===== src/rtl/core/wrms_pkg.sv =====
package wrms_pkg;

  localparam int DEF_SAMPLE_WIDTH = 16;
  localparam int DEF_SUM_WIDTH    = 64;

  localparam int WEIGHT_W    = 16;
  localparam int PERIOD_W    = 32;
  localparam int LEVEL_W     = 16;
  localparam int RAD_W       = 2 * LEVEL_W;
  localparam int ROOT_STEPS  = LEVEL_W;
  localparam int NUM_CH      = 3;
  localparam int CH_W        = $clog2(NUM_CH);
  localparam int QUEUE_DEPTH = 2;
  localparam int OP_W        = 2;

  localparam logic [LEVEL_W-1:0] LEVEL_MAX = '1;

  // work classified by the front end
  typedef enum logic [OP_W-1:0] {
    OP_NOP  = 2'd0,
    OP_ACC  = 2'd1,
    OP_ZERO = 2'd2,
    OP_DIV  = 2'd3
  } op_t;

  // command word: op, three samples, weight, period (lowest first)
  function automatic int cmd_width(input int sample_w);
    return OP_W + NUM_CH * sample_w + WEIGHT_W + PERIOD_W;
  endfunction

endpackage


===== src/rtl/core/wrms_front.sv =====
module wrms_front #(
  parameter int SAMPLE_WIDTH = wrms_pkg::DEF_SAMPLE_WIDTH
) (
  input  logic                              clk,
  input  logic                              rst_n,
  input  logic                              cfg_wr_en,
  input  logic                              cfg_wr_data,
  input  logic                              in_tvalid,
  output logic                              in_tready,
  input  logic                              kind,
  input  logic [SAMPLE_WIDTH-1:0]           position_sample,
  input  logic [SAMPLE_WIDTH-1:0]           speed_sample,
  input  logic [SAMPLE_WIDTH-1:0]           torque_sample,
  input  logic [wrms_pkg::WEIGHT_W-1:0]     time_weight,
  input  logic [wrms_pkg::PERIOD_W-1:0]     period_length,
  output logic                              cmd_valid,
  input  logic                              cmd_ready,
  output logic [wrms_pkg::cmd_width(SAMPLE_WIDTH)-1:0] cmd_data
);

  logic           enable_r, enable_nxt;
  wrms_pkg::op_t  op;

  assign enable_nxt = cfg_wr_en ? cfg_wr_data : enable_r;

  always_ff @(posedge clk) begin
    if (!rst_n) begin
      enable_r <= 1'b0;
    end else begin
      enable_r <= enable_nxt;
    end
  end

  // disabled words still return the stored levels, so they pass as no-ops
  always_comb begin
    if (!enable_r) begin
      op = wrms_pkg::OP_NOP;
    end else if (!kind) begin
      op = wrms_pkg::OP_ACC;
    end else if (period_length == '0) begin
      op = wrms_pkg::OP_ZERO;
    end else begin
      op = wrms_pkg::OP_DIV;
    end
  end

  assign cmd_valid = in_tvalid;
  assign in_tready = cmd_ready;
  assign cmd_data  = {period_length, time_weight, torque_sample, speed_sample,
                      position_sample, op};

endmodule


===== config.mk =====
export PLATFORM = sky130hd
export DESIGN_NAME = wrms_front
export DESIGN_NICKNAME = d
export VERILOG_FILES = /design/src/rtl/core/wrms_pkg.sv /design/src/rtl/core/wrms_front.sv
export SDC_FILE = /design/constraint.sdc
export NUM_CORES = 1
export LEC_CHECK = 0
export ABC_AREA = 1
export BUFFER_PORTS_ARGS = -buffer_cell sky130_fd_sc_hd__clkbuf_2
export CAP_MARGIN = 20
export CELL_PAD_IN_SITES_DETAIL_PLACEMENT = 1
export CELL_PAD_IN_SITES_GLOBAL_PLACEMENT = 1
export CORE_MARGIN = 3
export CORE_UTILIZATION = 12
export DETAILED_ROUTE_END_ITERATION = 10
export PLACE_DENSITY_LB_ADDON = 0.12
export SLEW_MARGIN = 20
export SYNTH_ARGS = -nofsm -noshare
export SYNTH_HDL_FRONTEND = slang
export SYNTH_SLANG_ARGS = --single-unit

===== constraint.sdc =====
create_clock -name clk -period 0.86 [get_ports clk]
set_input_delay 0.172 -clock clk [delete_from_list [all_inputs] [get_ports clk]]
set_output_delay 0.172 -clock clk [all_outputs]
set_load 0.01 [all_outputs]

==> impl_metrics.py <==
metrics = {
    "run_status": {
        "status": "finished, violations left",
        "violations": "setup timing",
    },
    "flow_run": {
        "cap_violations": 0,
    },
    "synth": {
        "yosys.area.top_type_share": 0.804,
        "yosys_warnings": 0,
        "syn_inst": 138,
        "synth_area_sq_um": 915,
        "synth-adder-area-share": 0,
        "synth_flop_cell": "dfxtp_1",
        "synth_seq_cells": 1,
        "seq_area_frac_synth": 0.0219,
        "yosys.area_share.xor_xnor": 0,
        "synth_commonest_cells": "buf_4, nor2_1, nand2_1",
        "synth-simple-area-share": 0.142,
        "synth-edff-count": 0,
        "synth.most_common_cell": "buf_4",
        "synth_mux_area_frac": 0,
        "async_flop_share": 0,
        "yosysUniqueCellTypes": 11,
        "synth_compound_area_frac": 0.0109,
        "synth_top_family_by_area": "buffers and inverters",
        "syn-num-nets": 241,
        "netlist_top_cells_area": "buf_4, nor2_1, nand2_1",
        "yosys.area.top_type": "buf_4",
        "avgSynthCellArea_sq_um": 6.63,
    },
    "layout": {
        "largest_register": "enable_r",
        "syn_to_final_growth_pct": -17.9,
        "fin_cells": 215,
        "final_util": 0.102,
        "antennaDiodeCount": 0,
        "reg.largest.list": "enable_r (1)",
        "design_area_sq_um": 751,
        "drive_above_1_share": 0.750,
        "finish.net_count": 221,
        "largest_reg_flops": 1,
        "n_fill_cell": 913,
    },
    "placement": {
        "place_congestion": 0.544,
        "place_area_sq_um": 698,
        "dp.cells": 215,
        "numPortBuffers": 70,
        "hpwlAfterDp_um": 2030,
        "dp_worst_setup_slack_ns": -0.342,
    },
    "floorplan": {
        "core.rowCount": 31,
        "start_util": 0.125,
        "coreArea_sq_mm": 0.00733,
        "io_pins": 203,
        "die_x_um": 93.3,
        "die_y_um": 93.3,
        "dieArea_sq_mm": 0.00871,
    },
    "sta": {
        "finalMaxSlewViolations": 0,
        "finalSetupViolations": 1,
        "worstMarginPinSlew_ns": 0.114,
        "hold_violations": 0,
        "period_share": 1.29,
        "slew_headroom": 0.924,
        "clock.fmax_mhz": 904,
        "clock_skew_ns": 0,
        "rsz0062_at_grt": "yes",
        "finalCriticalPeriod_ns": 1.11,
        "setup_ws_ns": -0.246,
    },
    "power": {
        "p_total_mw": 0.353,
        "cellPowerDensity_mw_per_mm2": 470,
        "clkPwrFrac": 0,
        "power.leakage_nw": 0.410,
        "internal_power_mw": 0.205,
        "p_comb_frac": 0.851,
        "p_switching_mw": 0.148,
        "p_seq_frac": 0.149,
        "p_sw_frac": 0.420,
        "ir_worst_vdd_mv": 0.0803,
    },
    "detailed_routing": {
        "vias_per_cell": 2.92,
        "drt-wirelength-per-cell_um": 9.82,
        "drcViolationCount": 0,
        "antenna_left": 0,
        "drt-total-wl_um": 2110,
        "first_pass_iters": 2,
        "first_iter_violations": 2,
        "vias": 627,
    },
    "worst_setup_path": {
        "cp-end-kind": "output pin",
        "critical_path_class": "in2out",
        "critPathMaxFanout": 2,
        "cp.arrival_ns": 0.93,
        "worstSetupStartpoint": "period_length[31]",
        "startpoint_type": "input pin",
        "crit_required_ns": 0.69,
        "reg2reg_from": "enable_r",
    },
    "global_routing": {
        "grt_pass1_wl_um": 3080,
        "grt_pass1_vias": 658,
        "antenna_found_initial": 0,
        "grt_max_degree": 4,
        "grt_usage": 0.0413,
        "overflow": 0,
    },
    "clock_network": {
        "clock_latency_ns": 0,
    },
    "min_path": {
        "min_path_type": "in2out",
        "hold_start": "position_sample[10]",
    },
}
## area by class of cell
type / count / area, sq um / area share
multi-input cells: 34 / 180 / 0.240
flip-flops and latches: 1 / 20.0 / 0.0267
inverters: 5 / 18.8 / 0.0250
repair buffers: 76 / 408 / 0.543
well taps: 99 / 124 / 0.165
## critical path, stage by stage
cell	delay, ns
buf_6	0.09
nor2_2	0.11
nand2_2	0.08
nor2_4	0.11
nand3_2	0.07
nor2_2	0.12
nor2_1	0.06
buf_2	0.13
## cell families after synthesis
| logic type | Yosys count |
|---|---|
| flops | 1 |
| simple gates | 32 |
| buf+inv | 103 |
| compound gates | 2 |
## path summary, 6_finish.rpt
path	end	slack, ns	cells after the start
worst max-delay path	cmd_data[0]	-0.25	8
worst min register to register	enable_r	0.53	2
worst max register to register	enable_r	0.27	2
worst min-delay path	cmd_data[12]	0.34	0
## metal layers
metal	GRT usage	wire [um]	vias up
li1	-	-	277
met3	0.0185	416	22
met2	0.0798	1090	70
met4	0.0232	106	0
met5	0	0	-
met1	0.0339	503	258
## timing repair
| action | in CTS | in global routing |
|---|---|---|
| hold buffers | 0 | 0 |
| setup buffers | 0 | 0 |
| resized for setup | 3 | 13 |
| pin swaps | 3 | 8 |
| setup endpoints to repair | 1 | 1 |
## power by group through the flow
stage / logic (mW) / registers [mW] / clock network [mW]
floorplan: 0.503 / 0.0524 / 0
global placement: 0.290 / 0.0532 / 0
detailed placement: 0.290 / 0.0529 / 0
CTS: 0.292 / 0.0529 / 0
global route: 0.336 / 0.0531 / 0
finish: 0.300 / 0.0527 / 0
## cell usage in the layout (no fill, tap or decap), types with 2 or more instances in the layout
cell,count
buf_4,6
buf_6,2
clkbuf_2,67
inv_1,5
nand2_1,7
nand3_2,2
nor2_1,12
nor2_2,6
nor2_4,2
## metrics by stage
stage               setup TNS [ns]  hold WS [ns]
finish                      -0.246         0.344
global route                -0.346         0.344
CTS                         -0.286         0.344
detailed placement          -0.342         0.344
global placement            -0.334         0.344
floorplan                        0         0.266
Power figures use the tool's default switching activity.
