[config.mk]
export PLATFORM = sky130hd
export DESIGN_NAME = wrms_queue
export DESIGN_NICKNAME = d
export VERILOG_FILES = /design/src/rtl/core/wrms_pkg.sv /design/src/rtl/core/wrms_queue.sv
export SDC_FILE = /design/constraint.sdc
export NUM_CORES = 1
export LEC_CHECK = 0
export BUFFER_PORTS_ARGS = -buffer_cell sky130_fd_sc_hd__buf_2
export CORE_MARGIN = 8
export CORE_UTILIZATION = 50
export CTS_BUF_LIST = sky130_fd_sc_hd__clkbuf_4
export CTS_CLUSTER_DIAMETER = 40
export CTS_CLUSTER_SIZE = 10
export DETAILED_ROUTE_END_ITERATION = 10
export GPL_ROUTABILITY_DRIVEN = 0
export PLACE_DENSITY = 0.77
export SYNTH_ARGS = -nofsm -noshare
export SYNTH_HDL_FRONTEND = slang
export SYNTH_SLANG_ARGS = --single-unit
export TNS_END_PERCENT = 30
[constraint.sdc]
create_clock -name clk -period 4 [get_ports clk]
set_input_delay 0.2 -clock clk [delete_from_list [all_inputs] [get_ports clk]]
set_output_delay 0.2 -clock clk [all_outputs]
set_load 0.005 [all_outputs]
[src/rtl/core/wrms_pkg.sv]
package wrms_pkg;

  localparam int DEF_SAMPLE_WIDTH = 16;
  localparam int DEF_SUM_WIDTH    = 64;

  localparam int WEIGHT_W    = 16;
  localparam int PERIOD_W    = 32;
  localparam int LEVEL_W     = 16;
  localparam int RAD_W       = 2 * LEVEL_W;
  localparam int ROOT_STEPS  = LEVEL_W;
  localparam int NUM_CH      = 3;
  localparam int CH_W        = $clog2(NUM_CH);
  localparam int QUEUE_DEPTH = 2;
  localparam int OP_W        = 2;

  localparam logic [LEVEL_W-1:0] LEVEL_MAX = '1;

  // work classified by the front end
  typedef enum logic [OP_W-1:0] {
    OP_NOP  = 2'd0,
    OP_ACC  = 2'd1,
    OP_ZERO = 2'd2,
    OP_DIV  = 2'd3
  } op_t;

  // command word: op, three samples, weight, period (lowest first)
  function automatic int cmd_width(input int sample_w);
    return OP_W + NUM_CH * sample_w + WEIGHT_W + PERIOD_W;
  endfunction

endpackage

[src/rtl/core/wrms_queue.sv]
module wrms_queue #(
  parameter int DATA_W = 8
) (
  input  logic              clk,
  input  logic              rst_n,
  input  logic              wr_valid,
  output logic              wr_ready,
  input  logic [DATA_W-1:0] wr_data,
  output logic              rd_valid,
  input  logic              rd_ready,
  output logic [DATA_W-1:0] rd_data
);

  localparam int DEPTH = wrms_pkg::QUEUE_DEPTH;
  localparam int PTR_W = (DEPTH > 1) ? $clog2(DEPTH) : 1;
  localparam int CNT_W = $clog2(DEPTH + 1);

  logic [DATA_W-1:0] mem_r [DEPTH];
  logic [PTR_W-1:0]  wr_ptr_r, wr_ptr_nxt;
  logic [PTR_W-1:0]  rd_ptr_r, rd_ptr_nxt;
  logic [CNT_W-1:0]  count_r, count_nxt;
  logic              push, pop;

  assign wr_ready = (count_r != CNT_W'(DEPTH));
  assign rd_valid = (count_r != '0);
  assign rd_data  = mem_r[rd_ptr_r];
  assign push     = wr_valid && wr_ready;
  assign pop      = rd_valid && rd_ready;

  always_comb begin
    wr_ptr_nxt = wr_ptr_r;
    rd_ptr_nxt = rd_ptr_r;
    count_nxt  = count_r;
    if (push) begin
      wr_ptr_nxt = (wr_ptr_r == PTR_W'(DEPTH - 1)) ? '0 : PTR_W'(wr_ptr_r + 1'b1);
    end
    if (pop) begin
      rd_ptr_nxt = (rd_ptr_r == PTR_W'(DEPTH - 1)) ? '0 : PTR_W'(rd_ptr_r + 1'b1);
    end
    if (push && !pop) begin
      count_nxt = CNT_W'(count_r + 1'b1);
    end else if (pop && !push) begin
      count_nxt = CNT_W'(count_r - 1'b1);
    end
  end

  always_ff @(posedge clk) begin
    if (!rst_n) begin
      wr_ptr_r <= '0;
      rd_ptr_r <= '0;
      count_r  <= '0;
    end else begin
      wr_ptr_r <= wr_ptr_nxt;
      rd_ptr_r <= rd_ptr_nxt;
      count_r  <= count_nxt;
    end
  end

  always_ff @(posedge clk) begin
    if (push) begin
      mem_r[wr_ptr_r] <= wr_data;
    end
  end

endmodule

==> results of run 1 <==
## path summary, 6_finish.rpt
| check | to | slack (ps) | cells past startpoint |
|---|---|---|---|
| worst max-delay path | count_r[1] | 2420 | 4 |
| worst min-delay path | mem_r[1][2] | 90 | 1 |
| worst max register to register | count_r[1] | 2420 | 4 |
| worst min register to register | register | 520 | 2 |
## power breakdown
group          internal, mW  leakage [nW]  switching (mW)
clock                0.0455        0.0184          0.0605
combinational        0.0908         0.181          0.0707
sequential            0.277         0.191          0.0279
## Yosys cell counts
cell	n	area (sq um)
xor2_1	3	26.3
nor2_1	3	11.3
or2_2	1	6.26
mux2_2	8	90.1
and3_1	1	6.26
a21bo_2	1	10.0
nand2b_4	1	13.8
inv_1	2	7.51
edfxtp_1	16	480
o21ai_0	2	10.0
nand3b_1	1	7.51
or3_1	1	6.26
a21oi_1	2	10.0
and2_1	1	6.26
ha_1	1	12.5
dfxtp_1	5	100
buf_2	1	5.00
## sequential cells by signal (all words and copies together) (netlist names), named ones only
signal and cells:
count_r 2, mem_r 16, rd_ptr_r 1, wr_ptr_r 1
## layout make-up
cell class	instances	area share
Clock buffer	4	0.0313
Inverter	2	0.00782
Multi-Input combinational cell	26	0.226
Sequential cell	21	0.605
Tap cell	16	0.0209
Timing Repair Buffer	21	0.110
## layer usage
layer / GRT usage / vias to the layer above
met5: 0 / -
met3: 0.0388 / 2
met1: 0.0910 / 217
li1: - / 231
met2: 0.147 / 11
met4: 0.0412 / 0
## metrics by stage
stage	power (mW)	std cells	worst slack [ps]	instance area (sq um)	hold WS, ps
2_1_floorplan	0.415	50	2520	810	299
3_3_place_gp	0.468	86	2500	930	388
3_5_place_dp	0.475	86	2440	930	391
4_1_cts	0.579	90	2410	960	74.2
5_1_grt	0.609	90	2330	960	69.5
6_report	0.572	90	2420	960	86.6
## kinds of logic after synthesis
logic type	count (synthesis)	share of synthesized area
xor+xnor	3	0.0325
compound gates	5	0.0371
mux	8	0.111
fa+ha+maj	1	0.0155
buf+inv	3	0.0155
simple gates	9	0.0711
flops	21	0.717
## worst max-delay path, stage by stage, from the launching register on
cell	delay (ps)
dfxtp_1	370
o21ai_0	320
ha_1	320
or3_1	370
a21oi_1	140
==> summary.md, run 1 <==
| Metric | Value |
|---|---|
| Status | completed |
| Sum Neg Setup Slack | 0 ps |
| First-pass GRT wire length | 2.21 mm |
| Final slew viol count | 0 |
| Final period util | 0.394 |
| Starting density of the core | 0.537 |
| IO Pins | 22 |
| Cell Area, Synth | 810 sq um |
| Std-Cell Rows | 14 |
| CTS root buffer | clkbuf_4 |
| Vias per cell | 5.12 |
| Startpoint Class | register |
| Pleak | 0.391 nW |
| Crit path kind | register to register |
| Hold Path Origin | wr_data[2] |
| Number of remaining DRC errors | 0 |
| IR drop worst, VDD | 0.000343 V |
| Die X | 56.2 um |
| Area of the multi-input gates | 216 sq um |
| Largest net degree at the start of global routing | 12 |
| Met2 wire length | 695 um |
| Die area | 0.00316 sq mm |
| Max layer used | met4 |
| H-tree depth | 1 |
| CTS sink count | 21 |
| CTS tree | done |
| Port bufs | 21 |
| ANT cells | 0 |
| Syn Inst Count | 50 |
| Initial antenna violation count | 0 |
| Die extent in y | 56.2 um |
| Worst-Margin Slew | 392 ps |
| Most frequent cells in the layout | 21 x buf_2, 16 x edfxtp_1, 8 x mux2_2 |
| CTS clk-pin slew, worst paths | 110 ps |
| Mapped Nets | 63 |
| Clk buf depth | 2 |
| RSZ-0062 raised after global routing | no |
| Synth cell types | 17 |
| Routed len/inst | 14.9 um |
| Vias in the first global route | 510 |
| Core Area | 0.00151 sq mm |
| Share of cells above drive strength 1 | 0.486 |
| Cell Pwr Density | 596 mW/mm^2 |
| Post-layout nets | 88 |
| Clock Skew | 2.13 ps |
| Fillcell total | 121 |
| RR Startpoint | count_r[0] |
| Critical Path Sink Type | register |
| Register area | 581 sq um |
| Relative slew slack | 0.739 |
| Crit Path Max Fanout | 5 |
| Yosys reg bits | 21 |
| CTS Buf Count | 3 |
| Drt pass-1 iters | 2 |
| Post-CTS Hold Buffers | 0 |
| Final setup viols | 0 |
| Clock latency on the worst-skew pair | 290 ps |
| Tightest Hold Check Type | primary input to register |
| Postcts setup bufs | 0 |
| Syn_area_per_cell | 16.2 sq um |
| Yosys warnings | 0 |
| Initial DRC count | 19 |
| Remaining antenna violation count | 0 |
| GRT Residual Overflow | 0 |
| Tot GR Track Use | 0.0878 |
| Register area share after synthesis | 0.717 |
| Final worst path period need | 1580 ps |
| Dpl hpwl | 1.02 mm |
| Total wire length | 1.34 mm |
| Post-layout util | 0.637 |
| Area grow syn2layout | 18.5% |
| CP arrival | 1810 ps |
| Final Hold Fails | 0 |
| WP data required | 4230 ps |
| Met3 Routed Length | 76 um |
| Max Clock Freq | 0.634 GHz |
| Post-Route M1 WL | 560 um |
| Post-CTS Resized | 0 |
| Commonest non-fill, non-tap cell in the layout | buf_2 |
| Vias | 461 |
| Maxcap violations | 0 |
| Critical path startpoint | count_r[0] |
Note: power is estimated with default switching activity, not from simulation.
==> run 2, diff against run 1 <==
--- a/config.mk
+++ b/config.mk
@@ -5,15 +5,16 @@
 export SDC_FILE = /design/constraint.sdc
 export NUM_CORES = 1
 export LEC_CHECK = 0
+export ABC_AREA = 1
 export BUFFER_PORTS_ARGS = -buffer_cell sky130_fd_sc_hd__buf_2
 export CORE_MARGIN = 8
-export CORE_UTILIZATION = 50
+export CORE_UTILIZATION = 47
 export CTS_BUF_LIST = sky130_fd_sc_hd__clkbuf_4
 export CTS_CLUSTER_DIAMETER = 40
 export CTS_CLUSTER_SIZE = 10
 export DETAILED_ROUTE_END_ITERATION = 10
 export GPL_ROUTABILITY_DRIVEN = 0
-export PLACE_DENSITY = 0.77
+export PLACE_DENSITY = 0.75
 export SYNTH_ARGS = -nofsm -noshare
 export SYNTH_HDL_FRONTEND = slang
 export SYNTH_SLANG_ARGS = --single-unit
==> constraint.sdc (replaced) <==
create_clock -name clk -period 1.26 [get_ports clk]
set_input_delay 0.063 -clock clk [delete_from_list [all_inputs] [get_ports clk]]
set_output_delay 0.063 -clock clk [all_outputs]
set_load 0.005 [all_outputs]
==> run 2 against run 1 <==
Critical path depth decreased by 2. Flip-flop and latch count unchanged. Via count increased by 25%. Hold slack lost 74 ps. First-iteration DRC count fell by 53%. Clock power increased to 3.0 times the previous value. Global-route usage up 0.82 points. Die area is 7.0% higher. Register-to-register slack worse by 2400 ps. Synthesized cell count up 24%.
==> summary.md, run 2 <==
| Metric | Value |
|---|---|
| Status | completed |
| Die X | 58.2 um (+3.4%) |
| Crit Path Max Fanout | 8 (+3) |
| Clock latency on the worst-skew pair | 300 ps (about the same) |
| CP top delay family | flip-flops |
| IO Pins | 22 (unchanged) |
| Syn Inst Count | 62 (+24%) |
| Top_reg_cell synth | edfxtp_1 |
| Clk buf depth | 2 (unchanged) |
| Max Clock Freq | 0.800 GHz |
| Async S/R FF share, synth | 0 (unchanged) |
| Largest net degree at the start of global routing | 13 (+1) |
| Yosys reg bits | 21 (unchanged) |
| Synth cell types | 18 (+1) |
| Tightest Hold Check Type | primary input to register |
| Area grow syn2layout | 42.5% |
| Mapped Nets | 75 (+19%) |
| CP arrival | 1190 ps (-620 ps) |
| Maxcap violations | 0 (unchanged) |
| Slowest-stage cell, CP | dfxtp_4 |
| Number of remaining DRC errors | 0 (unchanged) |
| RSZ-0062 raised after global routing | yes |
| Biggest regs | mem_r (16), count_r (2) |
| CP max stage delay | 430 ps (+60 ps) |
| Initial DRC count | 9 (-10) |
| Drt pass-1 iters | 4 (+2) |
| Final period util | 0.993 |
| Register area share after synthesis | 0.695 (-0.0225) |
| Relative slew slack | 0.916 (+0.177) |
| Final slew viol count | 0 (unchanged) |
| Post-layout nets | 118 (+34%) |
| Cell Area, Synth | 836 sq um (+3.2%) |
| CTS clk-pin slew, worst paths | 110 ps (about the same) |
| Ranking of synthesized cells by area | edfxtp_1 57%, dfxtp_1 12%, mux2_2 11%, nor2_1 3.6%, inv_1 2.7% |
| Synth top area share | 0.575 (-0.0187) |
| Largest register FFs | 16 (unchanged) |
| CTS sink count | 21 (unchanged) |
| CTS tree | done |
| Yosys warnings | 0 (unchanged) |
| CTS Buf Count | 3 (unchanged) |
| Pleak | 0.501 nW (+28%) |
| Total wire length | 1.60 mm (+19%) |
| Final Hold Fails | 0 (unchanged) |
| Std-Cell Rows | 15 (+1) |
| Vias per cell | 4.48 (-13%) |
| Startpoint Class | register |
| Crit path kind | register to output port |
| Final worst path period need | 1250 ps |
| Port bufs | 21 (unchanged) |
| WP data required | 1200 ps (-3030 ps) |
| Number of flops mapped to enable cells by yosys | 16 (unchanged) |
| Clock Skew | 6.18 ps (+4.04 ps) |
| Share of cells above drive strength 1 | 0.567 (+0.0808) |
| Final setup viols | 0 (unchanged) |
| Vias | 578 (+25%) |
| Cells along the critical path | mux2_2 -> buf_2 |
| Post-layout util | 0.697 (+0.0604) |
| Worst-Margin Slew | 126 ps (-266 ps) |
| Most frequent cells in the layout | 21 x buf_2, 16 x edfxtp_1, 9 x buf_4 |
| GRT Residual Overflow | 0 (unchanged) |
| First-pass GRT wire length | 2.52 mm (+14%) |
| Commonest non-fill, non-tap cell in the layout | buf_2 |
| Starting density of the core | 0.489 (-0.0480) |
| Buf/Inv on CP | 1 (+1) |
| Vias in the first global route | 583 (+14%) |
| Syn_area_per_cell | 13.5 sq um (-17%) |
| Critical Path Sink Type | output port |
| Synth cell count leaders | 16 x edfxtp_1, 8 x mux2_2, 8 x nor2_1 |
| Cell Pwr Density | 1810 mW/mm^2 (+200%) |
| Die area | 0.00338 sq mm (+7.0%) |
| # placed instances | 113 (+31%) |
| Routed len/inst | 12.4 um (-17%) |
| IR drop worst, VDD | 0.00118 V (+240%) |
| Tot GR Track Use | 0.0961 (+0.00822) |
| ANT cells | 0 (unchanged) |
| H-tree depth | 1 (unchanged) |
| Dpl hpwl | 1.06 mm (+4.2%) |
| Core Area | 0.00171 sq mm (+13%) |
| Remaining antenna violation count | 0 (unchanged) |
| Most flops, register | mem_r |
| Initial antenna violation count | 0 (unchanged) |
| CTS root buffer | clkbuf_4 |
| Cell taking the most area after synthesis | edfxtp_1 |
| Final std cells w/o fill | 129 (+43%) |
| Most common cell in the synthesized netlist | edfxtp_1 |
| Die extent in y | 58.2 um (+3.4%) |
[run 2: cell count changes after synthesis, moves of 2 or more]
cell	before	now
nand2_1	0	6
nand2_4	0	2
xor2_1	3	0
nor2_1	3	8
inv_1	2	6
[run 2: path summary, 6_finish.rpt]
path,from,to,slack (ps),depth (start not counted)
max,register,rd_data[6],9,2
min,rst_n,count_r[1],10,3
max reg2reg,count_r[0],mem_r[1][0],30,6
min reg2reg,rd_ptr_r,rd_ptr_r,500,2
[run 2: through the flow]
stage / hold WS [ps] / power, mW / instance area (sq um) / setup WS, ps / setup TNS (ps)
final: 12.5 / 2.16 / 1190 / 9.44 / 0
after global routing: 6.96 / 2.31 / 1190 / -41.1 / -314
after CTS: 1.60 / 2.04 / 1150 / -4.36 / -16.1
after detailed placement: 256 / 1.63 / 1010 / -46.4 / -46.4
after global placement: 252 / 1.62 / 1010 / -22.8 / -22.8
after floorplan: 162 / 1.35 / 836 / -44.9 / -718
[run 2: routing by layer]
metal | track usage | routed length, um | vias to the layer above
li1 | - | - | 300
met1 | 0.114 | 732 | 264
met2 | 0.148 | 747 | 12
met3 | 0.0331 | 100 | 2
met4 | 0.0524 | 16 | 0
met5 | 0 | 0 | -
[run 2: layout make-up]
type                            instances  area (sq um)
Sequential cell                        21           589
Fill cell                             130           517
Timing Repair Buffer                   39           264
Multi-Input combinational cell         32           244
Inverter                                8          35.0
Tap cell                               25          31.3
Clock buffer                            3          22.5
Clock inverter                          1          5.00
[run 2: worst min-delay path, stage by stage]
cell and delay (ps):
buf_2 120, nand2_1 60, nor2_1 40
[run 2: power by group]
group	internal, mW	switching [mW]
Combinational	0.470	0.388
Sequential	0.901	0.0848
Clock	0.118	0.199
Total	1.49	0.672
[run 2: repair_timing]
action                                  CTS  global route
gates resized for setup                   7             9
endpoints found under the setup margin    9            17
pin swaps                                 1             3
hold buffers                              8             0
endpoints found under the hold margin    16             0
cloned                                    0             0
setup buffers                             2             2
[run 2: cell families after synthesis]
family / share of synthesized area
multiplexers: 0.108
buffers and inverters: 0.0434
AND/OR/NAND/NOR: 0.111
flip-flops: 0.695
AO/OA/AOI/OAI: 0.0284
adder cells (fa/ha/maj): 0.0150
==> run 3, diff against run 2 <==
--- a/config.mk
+++ b/config.mk
@@ -15,6 +15,7 @@
 export DETAILED_ROUTE_END_ITERATION = 10
 export GPL_ROUTABILITY_DRIVEN = 0
 export PLACE_DENSITY = 0.75
+export RECOVER_POWER = 50
 export SYNTH_ARGS = -nofsm -noshare
 export SYNTH_HDL_FRONTEND = slang
 export SYNTH_SLANG_ARGS = --single-unit
==> run 3 against run 2 <==
Clock skew hardly changed. Final cell count is the same. Clock power is essentially flat. Non-clock buffer count did not move. Critical endpoint unchanged.
==> summary.md, run 3 (same netlist as run 2, synthesis figures left out) <==
| Metric | Value |
|---|---|
| Clk buf depth | 2 (unchanged) |
| Final slew viol count | 0 (unchanged) |
| Cell Pwr Density | 1820 mW/mm^2 (+0.43%) |
| CP arrival | 1190 ps (about the same) |
| Sequential fraction of design power | 0.456 (about the same) |
| Startpoint Class | register |
| Reg2reg end | mem_r[1][0] |
| Final worst path period need | 1250 ps (+0.172 ps) |
| P_sw | 0.672 mW (about the same) |
| Crit path kind | register to output port |
| Dpl hpwl | 1.06 mm (unchanged) |
| WP data required | 1200 ps (about the same) |
| Most frequent cells in the layout | 16 x buf_2, 16 x edfxtp_1, 9 x buf_4 |
| Critical path depth | 2 (unchanged) |
| Final setup viols | 0 (unchanged) |
| Final period util | 0.993 (about the same) |
| Maxcap violations | 0 (unchanged) |
| Net Sw Frac | 0.311 (+0.000353) |
| Starting density of the core | 0.489 (unchanged) |
| Worst-Margin Slew | 126 ps (unchanged) |
| Number of remaining DRC errors | 0 (unchanged) |
| First-pass GRT wire length | 2.52 mm (unchanged) |
| ANT cells | 0 (unchanged) |
| Initial antenna violation count | 0 (unchanged) |
| Die extent in y | 58.2 um (unchanged) |
| Final Hold Fails | 0 (unchanged) |
| Fillcell total | 127 (-2.3%) |
| Post-layout nets | 118 (unchanged) |
| Sum Neg Setup Slack | 0 ps (unchanged) |
| GRT Residual Overflow | 0 (unchanged) |
| Clock latency on the worst-skew pair | 300 ps (about the same) |
| Internal Pwr Total | 1.49 mW (-0.14%) |
| Die X | 58.2 um (unchanged) |
| Slowest-stage cell, CP | dfxtp_4 |
| Vias | 578 (unchanged) |
| Std-Cell Rows | 15 (unchanged) |
| Buf/Inv on CP | 1 (unchanged) |
| Combinational share of power | 0.397 (about the same) |
| Tightest Hold Check Type | primary input to register |
| Final std cells w/o fill | 129 (unchanged) |
| Die area | 0.00338 sq mm (unchanged) |
| Pleak | 0.487 nW (-2.7%) |
| Core Area | 0.00171 sq mm (unchanged) |
| Share of cells above drive strength 1 | 0.519 (-0.0481) |
| Reg2reg setup slack | 30 ps (about the same) |
| Relative slew slack | 0.916 (unchanged) |
| Design area | 0.00118 sq mm (-0.52%) |
| Port bufs | 21 (unchanged) |
| RR Startpoint | count_r[0] |
| CTS tree | done |
| Cells along the critical path | mux2_2 -> buf_2 |
| CTS sink count | 21 (unchanged) |
| CTS clk-pin slew, worst paths | 110 ps (about the same) |
| Initial DRC count | 12 (+3) |
| FF-to-FF path depth | 6 (unchanged) |
| Area post-placement | 0.00101 sq mm (unchanged) |
| Vias per cell | 4.48 (unchanged) |
| Most flops, register | mem_r |
| Drt pass-1 iters | 4 (unchanged) |
| Crit Path Max Fanout | 8 (unchanged) |
| Post-layout util | 0.694 (-0.00366) |
| Remaining antenna violation count | 0 (unchanged) |
| IR drop worst, VDD | 0.00118 V (about the same) |
| CP top delay family | flip-flops |
| RSZ-0062 raised after global routing | yes |
| CTS root buffer | clkbuf_4 |
| # placed instances | 113 (unchanged) |
| Biggest regs | mem_r (16), count_r (2) |
| Vias in the first global route | 583 (unchanged) |
| Crit path to | rd_data[6] |
| Clock Skew | 6.07 ps (-0.108 ps) |
| Tot GR Track Use | 0.0961 (unchanged) |
| CTS Buf Count | 3 (unchanged) |
| Routed len/inst | 12.3 um (-0.31%) |
| Largest net degree at the start of global routing | 13 (unchanged) |
| Area grow syn2layout | 41.8% |
| Largest register FFs | 16 (unchanged) |
| Status | completed |
| CP max stage delay | 430 ps (about the same) |
| Clock power share | 0.147 (about the same) |
| H-tree depth | 1 (unchanged) |
| Total wire length | 1.59 mm (-0.31%) |
| Total power | 2.16 mW (about the same) |
| Max Clock Freq | 0.800 GHz (about the same) |
| Critical Path Sink Type | output port |
| IO Pins | 22 (unchanged) |
[run 3: cell types whose count changed in the layout (fill, tap and decap cells not counted), sizes merged]
cell    previous run  this run
buf               31        26
clkbuf             3         8
[run 3: worst min-delay path by stage]
stage,startpoint,end,slack (ps),depth (start not counted)
floorplan,wr_data[0],mem_r[0][0],160,0
global placement,wr_data[5],mem_r[1][5],250,1
detailed placement,wr_data[6],mem_r[1][6],260,1
CTS,rst_n,count_r[1],2,3
global route,rst_n,count_r[1],7,3
finish,rst_n,count_r[1],10,3
[run 3: power by group through the flow]
| stage | combinational [mW] | sequential [mW] | clock [mW] |
|---|---|---|---|
| detailed placement | 0.647 | 0.986 | 0 |
| floorplan | 0.402 | 0.950 | 0 |
| CTS | 0.738 | 0.981 | 0.326 |
| global placement | 0.637 | 0.979 | 0 |
| global route | 0.947 | 1.00 | 0.354 |
| finish | 0.856 | 0.985 | 0.317 |
[run 3: timing repair]
action	CTS	global route
hold buffers	8	0
pin swaps	1	3
gates resized for setup	7	9
buffers inserted	2	2
endpoints found under the setup margin	9	17
hold endpoints to repair	16	0
[run 3: cell type report]
| type | count | area, sq um | area share |
|---|---|---|---|
| clock inverters | 1 | 5.00 | 0.00422 |
| repair buffers | 39 | 258 | 0.218 |
| inverters | 8 | 35.0 | 0.0296 |
| well taps | 25 | 31.3 | 0.0264 |
| clock buffers | 3 | 22.5 | 0.0190 |
| flip-flops and latches | 21 | 589 | 0.497 |
| multi-input cells | 32 | 244 | 0.206 |
[run 3: metal layers]
layer	GRT usage	up-vias	part of all wire
met4	0.0524	0	0.010
met1	0.114	264	0.46
met5	0	-	0
met2	0.148	12	0.47
li1	-	300	-
met3	0.0331	2	0.063
[run 3: worst min-delay path, stage by stage]
cell and delay [ps]:
buf_2 120, nand2_1 60, nor2_1 40
[run 3: per-stage QoR]
stage / setup WS [ps] / hold WS (ps)
6_report: 9.27 / 12.3
5_1_grt: -41.1 / 6.96
4_1_cts: -4.36 / 1.60
3_5_place_dp: -46.4 / 256
3_3_place_gp: -22.8 / 252
2_1_floorplan: -44.9 / 162
